$ cat config.mk
export PLATFORM = sky130hd
export DESIGN_NAME = spf_div
export DESIGN_NICKNAME = d
export VERILOG_FILES = /design/src/rtl/spf_pkg.sv /design/src/rtl/spf_div.sv
export SDC_FILE = /design/constraint.sdc
export NUM_CORES = 2
export LEC_CHECK = 0
export BUFFER_PORTS_ARGS = -buffer_cell sky130_fd_sc_hd__buf_2
export CELL_PAD_IN_SITES_DETAIL_PLACEMENT = 1
export CELL_PAD_IN_SITES_GLOBAL_PLACEMENT = 1
export CORE_ASPECT_RATIO = 0.6
export CORE_MARGIN = 2
export CORE_UTILIZATION = 44
export CTS_CLUSTER_SIZE = 30
export DETAILED_ROUTE_END_ITERATION = 7
export PLACE_DENSITY_LB_ADDON = 0.12
export SKIP_CTS_REPAIR_TIMING = 1
export SYNTH_ARGS = -nofsm -noshare
export SYNTH_HDL_FRONTEND = slang
export SYNTH_SLANG_ARGS = --single-unit
$ cat constraint.sdc
create_clock -name i_clk -period 16.6 [get_ports i_clk]
set_input_delay 2.49 -clock i_clk [delete_from_list [all_inputs] [get_ports i_clk]]
set_output_delay 2.49 -clock i_clk [all_outputs]
set_load 0.005 [all_outputs]
$ cat src/rtl/spf_pkg.sv
`timescale 1ns / 1ps

package spf_pkg;

    // Width of every coordinate and colour field on the ports, and of the configuration data.
    localparam int FIELD_W = 16;

    // Default coordinate width; the datapath masks coordinates and configuration values to it.
    localparam int COORD_BITS_DEF = 16;

    // Restoring division steps done in one divider stage.
    localparam int DIV_STEPS = 4;

    // Configuration register indexes.
    localparam int CFG_IDX_W = 3;
    localparam logic [CFG_IDX_W-1:0] CFG_CANVAS_W = 3'd0;
    localparam logic [CFG_IDX_W-1:0] CFG_CANVAS_H = 3'd1;
    localparam logic [CFG_IDX_W-1:0] CFG_FIT_X    = 3'd2;
    localparam logic [CFG_IDX_W-1:0] CFG_FIT_Y    = 3'd3;
    localparam logic [CFG_IDX_W-1:0] CFG_FIT_W    = 3'd4;
    localparam logic [CFG_IDX_W-1:0] CFG_FIT_H    = 3'd5;
    localparam logic [CFG_IDX_W-1:0] CFG_SRC_W    = 3'd6;
    localparam logic [CFG_IDX_W-1:0] CFG_SRC_H    = 3'd7;

    // One source pixel beat.
    typedef struct packed {
        logic [FIELD_W-1:0] source_col;
        logic [FIELD_W-1:0] source_row;
        logic [FIELD_W-1:0] color_in;
    } t_spf_in;

    // One footprint result beat.
    typedef struct packed {
        logic               is_empty;
        logic [FIELD_W-1:0] col_start;
        logic [FIELD_W-1:0] col_end;
        logic [FIELD_W-1:0] row_start;
        logic [FIELD_W-1:0] row_end;
        logic [FIELD_W-1:0] color_out;
    } t_spf_out;

endpackage

$ cat src/rtl/spf_div.sv
`timescale 1ns / 1ps

// Pipelined restoring divider: up to STEPS quotient bits per stage.
module spf_div #(
    parameter int COORD_BITS = spf_pkg::COORD_BITS_DEF,
    parameter int STEPS      = spf_pkg::DIV_STEPS
) (
    input  logic                  i_clk,
    input  logic [2*COORD_BITS:0] i_num,
    input  logic [COORD_BITS-1:0] i_den,
    output logic [2*COORD_BITS:0] o_quo
);

    localparam int W  = 2 * COORD_BITS + 1;
    localparam int NS = (W + STEPS - 1) / STEPS;

    logic [COORD_BITS-1:0] r_rem [NS];
    logic [W-1:0]          r_nq  [NS];

    genvar g;
    generate
        for (g = 0; g < NS; g++) begin : g_stage
            logic [COORD_BITS-1:0] w_rem_in;
            logic [W-1:0]          w_nq_in;
            logic [COORD_BITS:0]   v_sh;
            logic [COORD_BITS-1:0] n_rem;
            logic [W-1:0]          n_nq;

            if (g == 0) begin : g_first
                assign w_rem_in = '0;
                assign w_nq_in  = i_num;
            end else begin : g_next
                assign w_rem_in = r_rem[g-1];
                assign w_nq_in  = r_nq[g-1];
            end

            // Shift in one numerator bit per step and subtract when it fits.
            always_comb begin
                n_rem = w_rem_in;
                n_nq  = w_nq_in;
                v_sh  = '0;
                for (int j = 0; j < STEPS; j++) begin
                    if (g * STEPS + j < W) begin
                        v_sh = {n_rem, n_nq[W-1]};
                        n_nq = {n_nq[W-2:0], 1'b0};
                        if (v_sh >= {1'b0, i_den}) begin
                            v_sh    = v_sh - {1'b0, i_den};
                            n_nq[0] = 1'b1;
                        end
                        n_rem = v_sh[COORD_BITS-1:0];
                    end
                end
            end

            always_ff @(posedge i_clk) begin
                r_rem[g] <= n_rem;
                r_nq[g]  <= n_nq;
            end
        end
    endgenerate

    assign o_quo = r_nq[NS-1];

endmodule

==> out/qor_table.md <==
| Parameter | This run | Unit |
|:---|:---|:---|
| Fraction of final layout cells sized beyond drive strength 1 | 12.2 | % |
| Worst-case reg-to-reg path depth | 40 | - |
| Buffer and inverter count on the worst path | 9 | - |
| H-tree depth | 2 | - |
| Hold Crit Depth | 0 | - |
| Slowest cell on crit path | sky130_fd_sc_hd__o41ai_1 | - |
| Maximum number of pins on one net before global-route repair | 32 | - |
| Drt wl/cell | 22.4 | um |
| Layout Nets | 4995 | - |
| I/O pins | 83 | - |
| Sequential cell area fraction in the yosys report | 23.2 | % |
| WHS Endpoint | r_nq[0][126] | - |
| Crit path kind | in2reg | - |
| Number of antenna violations at the first check in global routing | 2 | - |
| Main flop type after synthesis | sky130_fd_sc_hd__dfxtp_1 | - |
| Cell repeated most along the worst path | sky130_fd_sc_hd__a21oi_1 | - |
| Count of buffers inserted at the top-level ports | 82 | - |
| Source of the worst hold timing path | r_nq[0][89] | - |
| Cell chosen for the clock root | sky130_fd_sc_hd__clkbuf_16 | - |
| Number of sinks handled by clock tree synthesis | 425 | - |
| Number of iterations in the first detailed-routing pass | 5 | - |
| Syn Area/Cell | 8.54 | um^2 |
| Cells after synthesis | 4289 | - |
| Site Rows | 81 | - |
| Pins over their slew limit | 0 | - |
| Run status | finished clean | - |
| Number of enable-type register cells in the synthesized netlist | 0 | - |
| Largest stage delay on the critical path | 0.82 | ns |
| Die outline height | 228 | um |
| Min Clock Period, post-route | 15.17 | ns |
| Hold Slack | 0.316 | ns |
| Seq cells post-synth | 425 | - |
| Total global routing overflow | 0 | - |
| Yosys warns | 0 | - |
| Crit-path max FO | 22 | - |
| Post-Synthesis Net Count | 4884 | - |
| Area occupied by multi-input gates | 26900 | um^2 |
| Fill cell total of the finished layout | 9781 | - |
| Kind of start point of the critical path | input port | - |
| Area used by sequential logic in the layout | 8510 | um^2 |
| Cell area after synthesis | 36600 | um^2 |
| Final total negative setup slack | 0 | ns |
| Arrival time of data at the critical path endpoint | 15.66 | ns |
| Startpoint of the worst-slack reg-to-reg timing path | r_rem[0][0] | - |
| Area of the die | 85700 | um^2 |
| Critical register-to-register path endpoint | r_rem[0][19] | - |
| Number of global-route vias before repair | 32100 | - |
| Final HPWL from detailed placement | 97000 | um |
| Horizontal extent of the die | 377 | um |
| Fmax achieved | 65.9 | MHz |
| Total stage count of the critical path | 46 | - |
| Hold Violations, Final | 0 | - |
| Clock tree from TritonCTS | done | - |
| Max-cap viol count | 0 | - |
| Kind of end point of the critical path | flip-flop | - |
| Synth-to-Final Area Change | 9.22 | % |
| Final setup skew | 0.0209 | ns |
| Gate family responsible for the most delay along the worst path | compound AO/OA/AOI/OAI gates | - |
| Routability congestion estimate | 0.903 | - |
| Initial detailed-routing violation count | 2427 | - |
| Hold/Removal Path Class | reg2reg | - |
| Worst Path Required | 17.09 | ns |
| Clk buf depth | 3 | - |
| Via Count | 32700 | - |
| Placeable Area | 82000 | um^2 |
| Number of vias per cell after detailed routing | 5.93 | - |
| Number of setup violations in the final report | 0 | - |
| Portion of the clock cycle consumed by the worst path in the final layout | 91.4 | % |
| Slew at the pin closest to its max-slew limit | 1.12 | ns |
| Max_slew headroom | 25.2 | % |
| Drt drc | 0 | - |
| Internal reg-to-reg setup slack | 3.86 | ns |
| Final wirelength | 124000 | um |
| Initial core utilization | 44.7 | % |
| Global-route wire length before repair | 192000 | um |
| Async SR Flop Fraction | 0 | % |
| Clock buffers created by TritonCTS | 45 | - |
| RSZ-0062 raised after global routing | no | - |
| Later-pin clock latency in the skew report | 0.62 | ns |
| Number of library cell types mapped by synthesis | 90 | - |
| Clock slew at reported path FFs | 0.07 | ns |
| Antenna viol nets, final | 0 | - |
| GRT Resource Usage Total | 28.5 | % |
-- cells in the final DEF, fill, tap and decap left out, drive strengths merged, types with 50 or more instances in the layout --
cell type and count:
ha 514, nand2 259, nor2b 73, nor2 302, clkbuf 54, xor2 128, mux2 246, nand4 86
xnor2 231, buf 130, nor3 94, nand3 73, o21a 81, a21o 122, a21oi 376, o21bai 50
o21ai 266, dfxtp 425, mux2i 59, inv 266
-- worst max path at each step --
stage               startpoint  slack, ns            end
CTS                   i_den[1]       1.74   r_rem[0][61]
global placement      i_den[1]       1.46   r_rem[0][61]
global route          i_den[1]       0.53   r_rem[0][61]
detailed placement    i_den[1]       1.13   r_rem[0][61]
floorplan             i_den[1]       2.40  r_rem[0][119]
finish                i_den[1]       1.43   r_rem[0][61]
-- synth_stat cells (73+ instances only) --
| library cell | number | share of area (%) |
|---|---|---|
| sky130_fd_sc_hd__nand3_1 | 73 | 1.0 |
| sky130_fd_sc_hd__a21o_1 | 122 | 2.5 |
| sky130_fd_sc_hd__dfxtp_1 | 425 | 23 |
| sky130_fd_sc_hd__mux2_2 | 242 | 7.4 |
| sky130_fd_sc_hd__nor2_1 | 301 | 3.1 |
| sky130_fd_sc_hd__nand2_1 | 258 | 2.6 |
| sky130_fd_sc_hd__o21a_1 | 81 | 1.7 |
| sky130_fd_sc_hd__xor2_1 | 128 | 3.1 |
| sky130_fd_sc_hd__ha_1 | 514 | 18 |
| sky130_fd_sc_hd__nor3_1 | 92 | 1.3 |
| sky130_fd_sc_hd__nor2b_1 | 73 | 1.2 |
| sky130_fd_sc_hd__a21oi_1 | 373 | 5.1 |
| sky130_fd_sc_hd__o21ai_0 | 259 | 3.5 |
| sky130_fd_sc_hd__inv_1 | 246 | 2.5 |
| sky130_fd_sc_hd__nand4_1 | 86 | 1.5 |
| sky130_fd_sc_hd__xnor2_1 | 231 | 5.5 |
-- logic make-up (layout without fill, tap and decap cells) --
kind of cell,count (synthesis),count (layout),synth area share (%)
adders and majority gates,545,545,19.2
DFF,425,425,23.2
buffers and inverters,319,466,3.38
AOI/OAI and AO/OA,1211,1211,21.3
muxes,305,305,9.18
other,0,1,0
xor gates and xnor gates,359,359,8.58
and+or+nand+nor,1125,1125,15.1
-- layout make-up --
| type | instances | share of cell area [%] |
|---|---|---|
| Clock buffer | 54 | 3.02 |
| Antenna cell | 1 | 0.00625 |
| Multi-Input combinational cell | 3545 | 67.2 |
| Timing Repair Buffer | 130 | 1.96 |
| Clock inverter | 29 | 0.753 |
| Tap cell | 1079 | 3.37 |
| Sequential cell | 425 | 21.3 |
| Inverter | 253 | 2.39 |
-- sequential cells by signal, summed over array words and instances (netlist names) --
| signal | count |
|---|---|
| r_rem | 128 |
| r_nq | 297 |
-- metal layers --
layer,vias to the layer above,wire length [um],global-route usage (%)
met5,-,0,0
met4,0,1670,4.48
met3,103,8650,5.44
met2,796,46000,38.5
met1,15800,67200,45.9
li1,16000,-,-
-- metrics by stage --
stage                     util [%]  instance area, um^2  instances  setup WS, ns
after floorplan                  -                36600       4289          2.40
after global placement        47.0                38500       5432          1.46
after detailed placement      47.0                38500       5432          1.13
after CTS                     48.8                40000       5515          1.74
after global routing          48.8                40000       5515         0.534
final                         48.8                40000       5516          1.43
Power is not shown: default switching activity piles up to over one toggle a cycle in this logic, so the estimate is an artifact.
