## src/rtl/spf_pkg.sv

```systemverilog
`timescale 1ns / 1ps

package spf_pkg;

    // Width of every coordinate and colour field on the ports, and of the configuration data.
    localparam int FIELD_W = 16;

    // Default coordinate width; the datapath masks coordinates and configuration values to it.
    localparam int COORD_BITS_DEF = 16;

    // Restoring division steps done in one divider stage.
    localparam int DIV_STEPS = 4;

    // Configuration register indexes.
    localparam int CFG_IDX_W = 3;
    localparam logic [CFG_IDX_W-1:0] CFG_CANVAS_W = 3'd0;
    localparam logic [CFG_IDX_W-1:0] CFG_CANVAS_H = 3'd1;
    localparam logic [CFG_IDX_W-1:0] CFG_FIT_X    = 3'd2;
    localparam logic [CFG_IDX_W-1:0] CFG_FIT_Y    = 3'd3;
    localparam logic [CFG_IDX_W-1:0] CFG_FIT_W    = 3'd4;
    localparam logic [CFG_IDX_W-1:0] CFG_FIT_H    = 3'd5;
    localparam logic [CFG_IDX_W-1:0] CFG_SRC_W    = 3'd6;
    localparam logic [CFG_IDX_W-1:0] CFG_SRC_H    = 3'd7;

    // One source pixel beat.
    typedef struct packed {
        logic [FIELD_W-1:0] source_col;
        logic [FIELD_W-1:0] source_row;
        logic [FIELD_W-1:0] color_in;
    } t_spf_in;

    // One footprint result beat.
    typedef struct packed {
        logic               is_empty;
        logic [FIELD_W-1:0] col_start;
        logic [FIELD_W-1:0] col_end;
        logic [FIELD_W-1:0] row_start;
        logic [FIELD_W-1:0] row_end;
        logic [FIELD_W-1:0] color_out;
    } t_spf_out;

endpackage

```

## src/rtl/spf_span.sv

```systemverilog
`timescale 1ns / 1ps

// One axis of the footprint: offset, minimum width of one, clip, emptiness.
module spf_span #(
    parameter int COORD_BITS = spf_pkg::COORD_BITS_DEF
) (
    input  logic [2*COORD_BITS:0] i_q_lo,
    input  logic [2*COORD_BITS:0] i_q_hi,
    input  logic [COORD_BITS-1:0] i_org,
    input  logic [COORD_BITS-1:0] i_clip,
    output logic                  o_ok,
    output logic [COORD_BITS-1:0] o_start,
    output logic [COORD_BITS-1:0] o_end
);

    localparam int W  = 2 * COORD_BITS + 1;
    localparam int AW = W + 2;

    logic [AW-1:0] w_a;
    logic [AW-1:0] w_b;
    logic [AW-1:0] w_b_min;
    logic [AW-1:0] w_b_clip;
    logic [AW-1:0] w_clip;

    assign w_a    = AW'(i_org) + AW'(i_q_lo);
    assign w_b    = AW'(i_org) + AW'(i_q_hi);
    assign w_clip = AW'(i_clip);

    // A span is at least one pixel wide, then its end is clipped to the canvas.
    always_comb begin
        w_b_min  = (w_b <= w_a) ? (w_a + AW'(1)) : w_b;
        w_b_clip = (w_b_min > w_clip) ? w_clip : w_b_min;
    end

    assign o_ok    = (w_a < w_b_clip);
    assign o_start = w_a[COORD_BITS-1:0];
    assign o_end   = w_b_clip[COORD_BITS-1:0];

endmodule

```

## config.mk

```make
export PLATFORM = sky130hd
export DESIGN_NAME = spf_span
export DESIGN_NICKNAME = d
export VERILOG_FILES = /design/src/rtl/spf_pkg.sv /design/src/rtl/spf_span.sv
export SDC_FILE = /design/constraint.sdc
export NUM_CORES = 1
export LEC_CHECK = 0
export ABC_AREA = 1
export ABC_CLOCK_PERIOD_IN_PS = 12000
export BUFFER_PORTS_ARGS = -buffer_cell sky130_fd_sc_hd__buf_2
export CAP_MARGIN = 20
export CORE_AREA = 2 2 118 120
export DETAILED_ROUTE_END_ITERATION = 8
export DIE_AREA = 0 0 120 122
export GPL_TIMING_DRIVEN = 0
export PLACE_DENSITY = 0.79
export SYNTH_ARGS = -nofsm -noshare
export SYNTH_HDL_FRONTEND = slang
export SYNTH_SLANG_ARGS = --single-unit
```

## constraint.sdc

```tcl
create_clock -name vclk -period 12
set_clock_uncertainty 0.05 [all_clocks]
set_input_delay 2.4 -clock vclk [all_inputs]
set_output_delay 2.4 -clock vclk [all_outputs]
set_load 0.005 [all_outputs]
```

==> run_results.csv, run 1 <==
group,metric,value,unit
worst_setup_path,crit_fanout,10,
layout,fillCellCount,1280,
worst_hold_path,min_from,"i_clip[12]",
layout,final_nets,1679,
timing,fmax,82.5,MHz
floorplan,core_area,13500,um^2
timing,hold_violations,0,
pwr,ir_worst_vdd,34.1,uV
layout,seq_area,0,um^2
layout,nClkBuffers,0,
detailed_routing,drtIter0Drc,593,
floorplan,die_w,120,um
run,maxCapViolCount,0,
worst_setup_path,crit_required,9.55,ns
layout,layout.cells.non_filler,1641,
detailed_routing,firstDrtPassIters,6,
timing,relSlewSlack,0.598,
layout,fin_util,0.651,
floorplan,rows,43,
detailed_routing,wl_per_cell,14.9,um
worst_setup_path,endpoint,"o_ok",
pwr,leakage,4.83,nW
timing,rsz0062_at_grt,"yes",
global_routing,overflow,0,
worst_setup_path,critPathSlowestCell,"o21ai_0",
synthesis,yosys_warnings,0,
worst_setup_path,endpoint_kind,"output pin",
timing,tightest_slew,0.598,ns
synthesis,yosysSeqAreaShare,0,
worst_setup_path,slowest_delay,0.46,ns
detailed_routing,vias_per_cell,5.45,
floorplan,fp.dieH,122,um
timing,post-route-min-period,12.13,ns
worst_setup_path,startpoint_type,"input pin",
placed_design,placedCellCount,1598,
detailed_routing,final_antenna_net_count,0,
synthesis,yosysUniqueCellTypes,45,
placed_design,place_congestion,1.01,
layout,syn2layout_area_growth,28.4,%
layout,n_antenna_cell,0,
global_routing,grt_pass1_vias,8024,
placed_design,port_buffers,131,
detailed_routing,drt-total-wl,24400,um
global_routing,antenna_found_initial,0,
global_routing,track_usage,0.307,
clock_network,ctsHoldBuffers,0,
global_routing,grt_pass1_wl,36800,um
worst_setup_path,cpMostUsedCell,"nand2_1",
worst_setup_path,crit_start,"i_q_hi[0]",
synthesis,synth.cell_area,6840,um^2
worst_hold_path,hp-class,"input pin to output pin",
detailed_routing,vias,8949,
floorplan,design.die.area,14600,um^2
placed_design,hpwl,19500,um
synthesis,syn_inst,1270,
timing,drv_slew,0,
timing,min_period_over_period,1.01,
layout,nFlopsAndLatches,0,
layout,multiInputGateArea,6630,um^2
synthesis,avgSynthCellArea,5.39,um^2
worst_setup_path,critPathKind,"input pin to output pin",
global_routing,grt_max_degree,11,
timing,worst_slack,-0.128,ns
floorplan,initial_core_util,0.507,
pwr,powerDensity,56.7,nW/um^2
status,status,"complete, but fails checks",
floorplan,num_io_pins,131,
detailed_routing,drcViolationCount,0,
worst_setup_path,cp_data_arrival_time,9.68,ns
timing,setup_viol,1,
status,violations,"negative setup slack",
layout,layout-drive-gt1-share,0.251,
-- worst min path at each step --
stage / end / slack, ns / cells after the start
2_1_floorplan: o_end[12] / 4.89 / 2
3_3_place_gp: o_end[12] / 5.11 / 4
3_5_place_dp: o_end[12] / 5.11 / 4
4_1_cts: o_end[12] / 5.11 / 4
5_1_grt: o_end[12] / 5.15 / 4
6_report: o_end[12] / 5.13 / 4
-- per-layer routing --
metal  routed length (um)  global-route usage  up-vias
met3                 1600              0.0183       83
li1                     -                   -     4483
met5                    0                   0        -
met1                10400               0.395     4024
met4                 1050               0.122        0
met2                11400               0.536      359
-- cells by family after synthesis --
logic type / after synthesis / share of synthesized area
buffers and inverters: 219 / 0.123
adder cells (fa/ha/maj): 118 / 0.218
AND/OR/NAND/NOR: 741 / 0.478
XOR/XNOR: 43 / 0.0550
other: 1 / 0.000548
AO/OA/AOI/OAI: 148 / 0.125
-- through the flow --
step | cell area, um^2 | setup TNS [ns] | setup WS, ns | hold slack (ns) | power [W]
after detailed placement | 7790 | -8.57 | -1.90 | 5.11 | 0.000401
after CTS | 8430 | -0.00384 | -0.00384 | 5.11 | 0.000444
final | 8790 | -0.128 | -0.128 | 5.13 | 0.000498
after floorplan | 6910 | 0 | 0.285 | 4.89 | 0.000284
after global placement | 7790 | -8.12 | -1.85 | 5.11 | 0.000392
after global routing | 8790 | -0.365 | -0.365 | 5.15 | 0.000547
-- worst max-delay path, delay by kind of cell --
kind	cells	cell delay [ns]
AO/OA/AOI/OAI	14	2.37
XOR/XNOR	1	0.14
adder cells (fa/ha/maj)	5	1.30
buffers and inverters	9	0.98
AND/OR/NAND/NOR	21	2.49
-- cells in the mapped netlist, drive strengths merged, types with 4 or more instances --
cell,instances,area (um^2)
nor2,137,603
o21ai,53,299
a211oi,6,45.0
a21oi,65,333
xnor2,15,131
or2,4,25.0
a31oi,5,31.3
ha,116,1450
nand3,101,556
nand2,436,1710
a21o,4,30.0
nand4,30,188
nand3b,6,45.0
xor2,28,245
clkbuf,6,22.5
inv,207,777
nor3,20,105
-- power by group --
part / total, W / switching (W) / internal, W
Clock: 0 / 0 / 0
Sequential: 0 / 0 / 0
Combinational: 0.000498 / 0.000309 / 0.000190
Total: 0.000498 / 0.000309 / 0.000190
-- layout make-up --
type,count,area share
multi-input combinational,1068,0.755
inverter,210,0.0906
buffer,8,0.0125
tap,180,0.0256
timing repair buffer,175,0.116
-- what timing repair did --
item | in CTS | in global routing
setup endpoints to repair | 17 | 1
endpoints found under the hold margin | 0 | 0
gates cloned | 1 | 1
buffers inserted | 29 | 13
resized for setup | 99 | 58
pin swaps | 47 | 47
-- cell usage in the layout (no fill, tap or decap), drive strengths merged, types with 28 or more instances in the layout --
master	n
o21ai	53
nand2	436
inv	207
buf	179
ha	116
xor2	28
nand3	101
a21oi	65
nand4	30
nor2	137
Power figures use the tool's default switching activity.
==> run 2, diff against run 1 <==
--- a/config.mk
+++ b/config.mk
@@ -6,7 +6,6 @@
 export NUM_CORES = 1
 export LEC_CHECK = 0
 export ABC_AREA = 1
-export ABC_CLOCK_PERIOD_IN_PS = 12000
 export BUFFER_PORTS_ARGS = -buffer_cell sky130_fd_sc_hd__buf_2
 export CAP_MARGIN = 20
 export CORE_AREA = 2 2 118 120
@@ -14,6 +13,7 @@
 export DIE_AREA = 0 0 120 122
 export GPL_TIMING_DRIVEN = 0
 export PLACE_DENSITY = 0.79
+export SETUP_SLACK_MARGIN = 0.3
 export SYNTH_ARGS = -nofsm -noshare
 export SYNTH_HDL_FRONTEND = slang
 export SYNTH_SLANG_ARGS = --single-unit
==> run 2 against run 1 <==
The run still ends with negative setup slack left. Cell area decreased by 0.27%. Largest cell class unchanged. Sequential cell count unchanged. Critical endpoint unchanged. Combinational power barely moved. First-iteration DRC count up 34%. Via count is 1.3% higher. Worst setup slack got worse by 0.11 ns. Core utilization down 0.18 points. Fmax down 0.89%. Critical path type unchanged.
==> run_results.csv, run 2 (synthesized netlist as in run 1, its figures left out) <==
group,metric,value,unit
layout,fillCellCount,1269,
detailed_routing,final_antenna_net_count,0,
worst_setup_path,cp_data_arrival_time,9.79,ns
global_routing,grt_pass1_wl,36600,um
layout,syn2layout_area_growth,28.1,%
floorplan,design.die.area,14600,um^2
detailed_routing,drcViolationCount,0,
worst_setup_path,crit_fanout,6,
pwr,ir_worst_vdd,35.7,uV
worst_setup_path,slowest_delay,0.34,ns
worst_hold_path,hp-class,"input pin to output pin",
detailed_routing,wl_per_cell,15.1,um
timing,tightest_slew,0.544,ns
worst_setup_path,crit_required,9.55,ns
detailed_routing,vias_per_cell,5.52,
layout,design_area,8760,um^2
worst_setup_path,cp_top_family,"simple AND/OR/NAND/NOR gates",
layout,final_cell_mix,"398 x nand2_1, 180 x inv_1, 128 x buf_2",
layout,final_nets,1682,
worst_setup_path,startpoint_type,"input pin",
worst_setup_path,cpMostUsedCell,"nand2_1",
worst_setup_path,endpoint_kind,"output pin",
global_routing,overflow,0,
timing,worst_slack,-0.237,ns
detailed_routing,drt-total-wl,24900,um
worst_setup_path,crit_buf_inv,11,
status,violations,"negative setup slack",
timing,fmax,81.7,MHz
placed_design,place_congestion,0.986,
pwr,leakage,4.83,nW
pwr,powerDensity,56.5,nW/um^2
global_routing,antenna_found_initial,0,
timing,setup_viol,1,
detailed_routing,drtIter0Drc,796,
floorplan,num_io_pins,131,
timing,drv_slew,0,
placed_design,pre_cts_slack,-1.84,ns
timing,post-route-min-period,12.24,ns
global_routing,grt_max_degree,11,
layout,multiInputGateArea,6560,um^2
timing,hold_violations,0,
layout,layout.cells.non_filler,1644,
clock_network,ctsHoldBuffers,0,
timing,rsz0062_at_grt,"yes",
timing,min_period_over_period,1.02,
timing,relSlewSlack,0.634,
layout,nFlopsAndLatches,0,
status,status,"complete, but fails checks",
layout,nClkBuffers,0,
floorplan,die_w,120,um
floorplan,core_area,13500,um^2
pwr,power,0.000495,W
placed_design,hpwl,19300,um
placed_design,port_buffers,131,
layout,fin_util,0.649,
layout,mostFrequentLayoutCell,"nand2_1",
worst_setup_path,critPathSlowestCell,"fa_2",
placed_design,placedCellCount,1598,
layout,n_antenna_cell,0,
global_routing,grt_pass1_vias,7922,
detailed_routing,vias,9067,
layout,layout-drive-gt1-share,0.245,
layout,seq_area,0,um^2
worst_setup_path,critPathKind,"input pin to output pin",
placed_design,place_area,7790,um^2
run,maxCapViolCount,0,
floorplan,rows,43,
global_routing,track_usage,0.305,
floorplan,fp.dieH,122,um
floorplan,initial_core_util,0.507,
detailed_routing,firstDrtPassIters,7,
run 2: path summary, 6_finish.rpt:
path,from,depth (start not counted),to,slack (ns)
max,i_q_hi[0],55,o_ok,-0.24
min,i_clip[12],4,o_end[12],5.12
run 2: cell type report:
| type | instances | area share |
|---|---|---|
| Buffer | 8 | 0.0141 |
| Inverter | 210 | 0.0902 |
| Multi-Input combinational cell | 1068 | 0.749 |
| Tap cell | 180 | 0.0257 |
| Timing Repair Buffer | 178 | 0.121 |
run 2: power breakdown:
part / internal (W) / leakage (nW) / switching, W / total [W]
Clock: 0 / 0 / 0 / 0
Combinational: 0.000188 / 4.83 / 0.000307 / 0.000495
Sequential: 0 / 0 / 0 / 0
Total: 0.000188 / 4.83 / 0.000307 / 0.000495
run 2: metrics by stage:
step	setup TNS [ns]	hold WS, ns
4_1_cts	-0.00180	5.11
6_report	-0.237	5.12
2_1_floorplan	0	4.89
3_5_place_dp	-9.29	5.11
5_1_grt	-0.543	5.15
3_3_place_gp	-9.00	5.12
run 2: timing repair:
action / 4_1_cts / 5_1_grt
endpoints found under the setup margin: 17 / 1
buffers inserted: 30 / 15
gates cloned: 2 / 0
gates resized for setup: 76 / 61
pin swaps: 42 / 42
run 2: metal layers:
metal	GRT usage	part of all wire	vias up
met5	0	0	-
met4	0.0824	0.035	0
met3	0.0225	0.073	69
met2	0.532	0.47	413
met1	0.405	0.42	4093
li1	-	-	4492
==> run 3, diff against run 2 <==
--- a/config.mk
+++ b/config.mk
@@ -12,7 +12,7 @@
 export DETAILED_ROUTE_END_ITERATION = 8
 export DIE_AREA = 0 0 120 122
 export GPL_TIMING_DRIVEN = 0
-export PLACE_DENSITY = 0.79
+export PLACE_DENSITY = 0.76
 export SETUP_SLACK_MARGIN = 0.3
 export SYNTH_ARGS = -nofsm -noshare
 export SYNTH_HDL_FRONTEND = slang
==> constraint.sdc (replaced) <==
create_clock -name vclk -period 11.9
set_clock_uncertainty 0.05 [all_clocks]
set_input_delay 2.38 -clock vclk [all_inputs]
set_output_delay 2.38 -clock vclk [all_outputs]
set_load 0.005 [all_outputs]
==> run 3 against run 2 <==
Sequential cell count is the same. Global-route usage increased by 0.65 points. Power increased by 0.51%. The run still ends with negative setup slack left. Cell area grew 2.1%. Critical path depth is 1 lower.
==> run_results.csv, run 3 (synthesized netlist as in run 1, its figures left out) <==
group,metric,value,unit
detailed_routing,vias_per_cell,5.38,
floorplan,fp.dieH,122,um
layout,final_cell_mix,"396 x nand2_1, 179 x inv_1, 128 x buf_2",
timing,worst_slack,-0.0432,ns
layout,syn2layout_area_growth,30.8,%
worst_setup_path,startpoint_type,"input pin",
placed_design,pre_cts_slack,-1.65,ns
status,violations,"negative setup slack",
placed_design,place_congestion,1.02,
global_routing,grt_pass1_wl,37300,um
worst_setup_path,endpoint,"o_ok",
layout,nFlopsAndLatches,0,
global_routing,grt_pass1_vias,8085,
detailed_routing,met2WireLength,11100,um
pwr,leakage,4.92,nW
layout,mostFrequentLayoutCell,"nand2_1",
placed_design,port_buffers,131,
worst_setup_path,crit_start,"i_org[0]",
global_routing,track_usage,0.311,
worst_setup_path,cp_data_arrival_time,9.51,ns
clock_network,ctsHoldBuffers,0,
floorplan,core_area,13500,um^2
layout,design_area,8950,um^2
timing,setup_viol,1,
worst_setup_path,crit_fanout,6,
pwr,ir_worst_vdd,28.5,uV
timing,hold_violations,0,
pwr,power,0.000498,W
detailed_routing,dr_wl_met3,1510,um
worst_hold_path,hp-class,"input pin to output pin",
detailed_routing,vias,8887,
detailed_routing,drcViolationCount,0,
worst_setup_path,critPathKind,"input pin to output pin",
floorplan,die_w,120,um
detailed_routing,final_antenna_net_count,0,
global_routing,overflow,0,
detailed_routing,firstDrtPassIters,6,
detailed_routing,drt-met1-wl,10700,um
timing,post-route-min-period,11.94,ns
layout,layout-drive-gt1-share,0.264,
floorplan,rows,43,
placed_design,place_area,7790,um^2
detailed_routing,top_layer_used,"met4",
detailed_routing,drt-total-wl,24100,um
timing,tightest_slew,0.531,ns
timing,drv_slew,0,
worst_setup_path,endpoint_kind,"output pin",
worst_setup_path,critPathSlowestCell,"fa_2",
worst_setup_path,slowest_delay,0.32,ns
global_routing,antenna_found_initial,0,
detailed_routing,wl_per_cell,14.6,um
timing,fmax,83.7,MHz
layout,n_antenna_cell,0,
worst_hold_path,hold_depth,4,
layout,fillCellCount,1237,
floorplan,design.die.area,14600,um^2
run,maxCapViolCount,0,
placed_design,hpwl,19300,um
layout,final_nets,1691,
worst_setup_path,crit_required,9.47,ns
timing,relSlewSlack,0.643,
worst_setup_path,cpMostUsedCell,"a21oi_2",
status,status,"complete, but fails checks",
timing,rsz0062_at_grt,"yes",
layout,seq_area,0,um^2
floorplan,num_io_pins,131,
pwr,powerDensity,55.6,nW/um^2
layout,nClkBuffers,0,
global_routing,grt_max_degree,11,
detailed_routing,drtIter0Drc,521,
timing,min_period_over_period,1.00,
floorplan,initial_core_util,0.507,
[run 3: stage by stage]
step	cells	utilization	setup TNS, ns	hold WS [ns]
4_1_cts	1645	0.632	-0.0316	5.07
5_1_grt	1653	0.663	-0.344	5.10
3_3_place_gp	1598	0.577	-4.10	5.08
6_report	1653	0.663	-0.0432	5.07
2_1_floorplan	1287	-	0	4.85
3_5_place_dp	1598	0.577	-5.91	5.07
[run 3: cell type report]
class | count | area [um^2] | area share
Timing Repair Buffer | 186 | 1120 | 0.125
Multi-Input combinational cell | 1068 | 6690 | 0.747
Tap cell | 180 | 225 | 0.0252
Inverter | 210 | 791 | 0.0883
Buffer | 9 | 131 | 0.0147
[run 3: worst min path at each step]
| stage | start | end | slack [ns] |
|---|---|---|---|
| finish | i_clip[12] | o_end[12] | 5.07 |
| global route | i_clip[12] | o_end[12] | 5.10 |
| CTS | i_clip[12] | o_end[12] | 5.07 |
| detailed placement | i_clip[12] | o_end[12] | 5.07 |
| global placement | i_clip[12] | o_end[12] | 5.08 |
| floorplan | i_clip[12] | o_end[12] | 4.85 |
[run 3: power breakdown]
part	total [W]	leakage, nW	internal, W	switching (W)
registers	0	0	0	0
logic	0.000498	4.92	0.000193	0.000305
clock network	0	0	0	0
[run 3: critical path: cells and delay by family]
family / cells / cell delay (ns)
xor+xnor: 1 / 0.07
simple gates: 19 / 2.05
compound gates: 19 / 2.76
fa+ha+maj: 5 / 1.14
buf+inv: 10 / 1.08
[run 3: metal layers]
| metal | track usage | up-vias |
|---|---|---|
| li1 | - | 4503 |
| met1 | 0.416 | 3958 |
| met2 | 0.538 | 356 |
| met3 | 0.0164 | 70 |
| met4 | 0.0963 | 0 |
| met5 | 0 | - |
[run 3: repair_timing]
action,in CTS,in global routing
buffers inserted,45,8
gates cloned,2,0
pin swaps,54,48
endpoints found under the setup margin,17,1
gates resized for setup,90,78
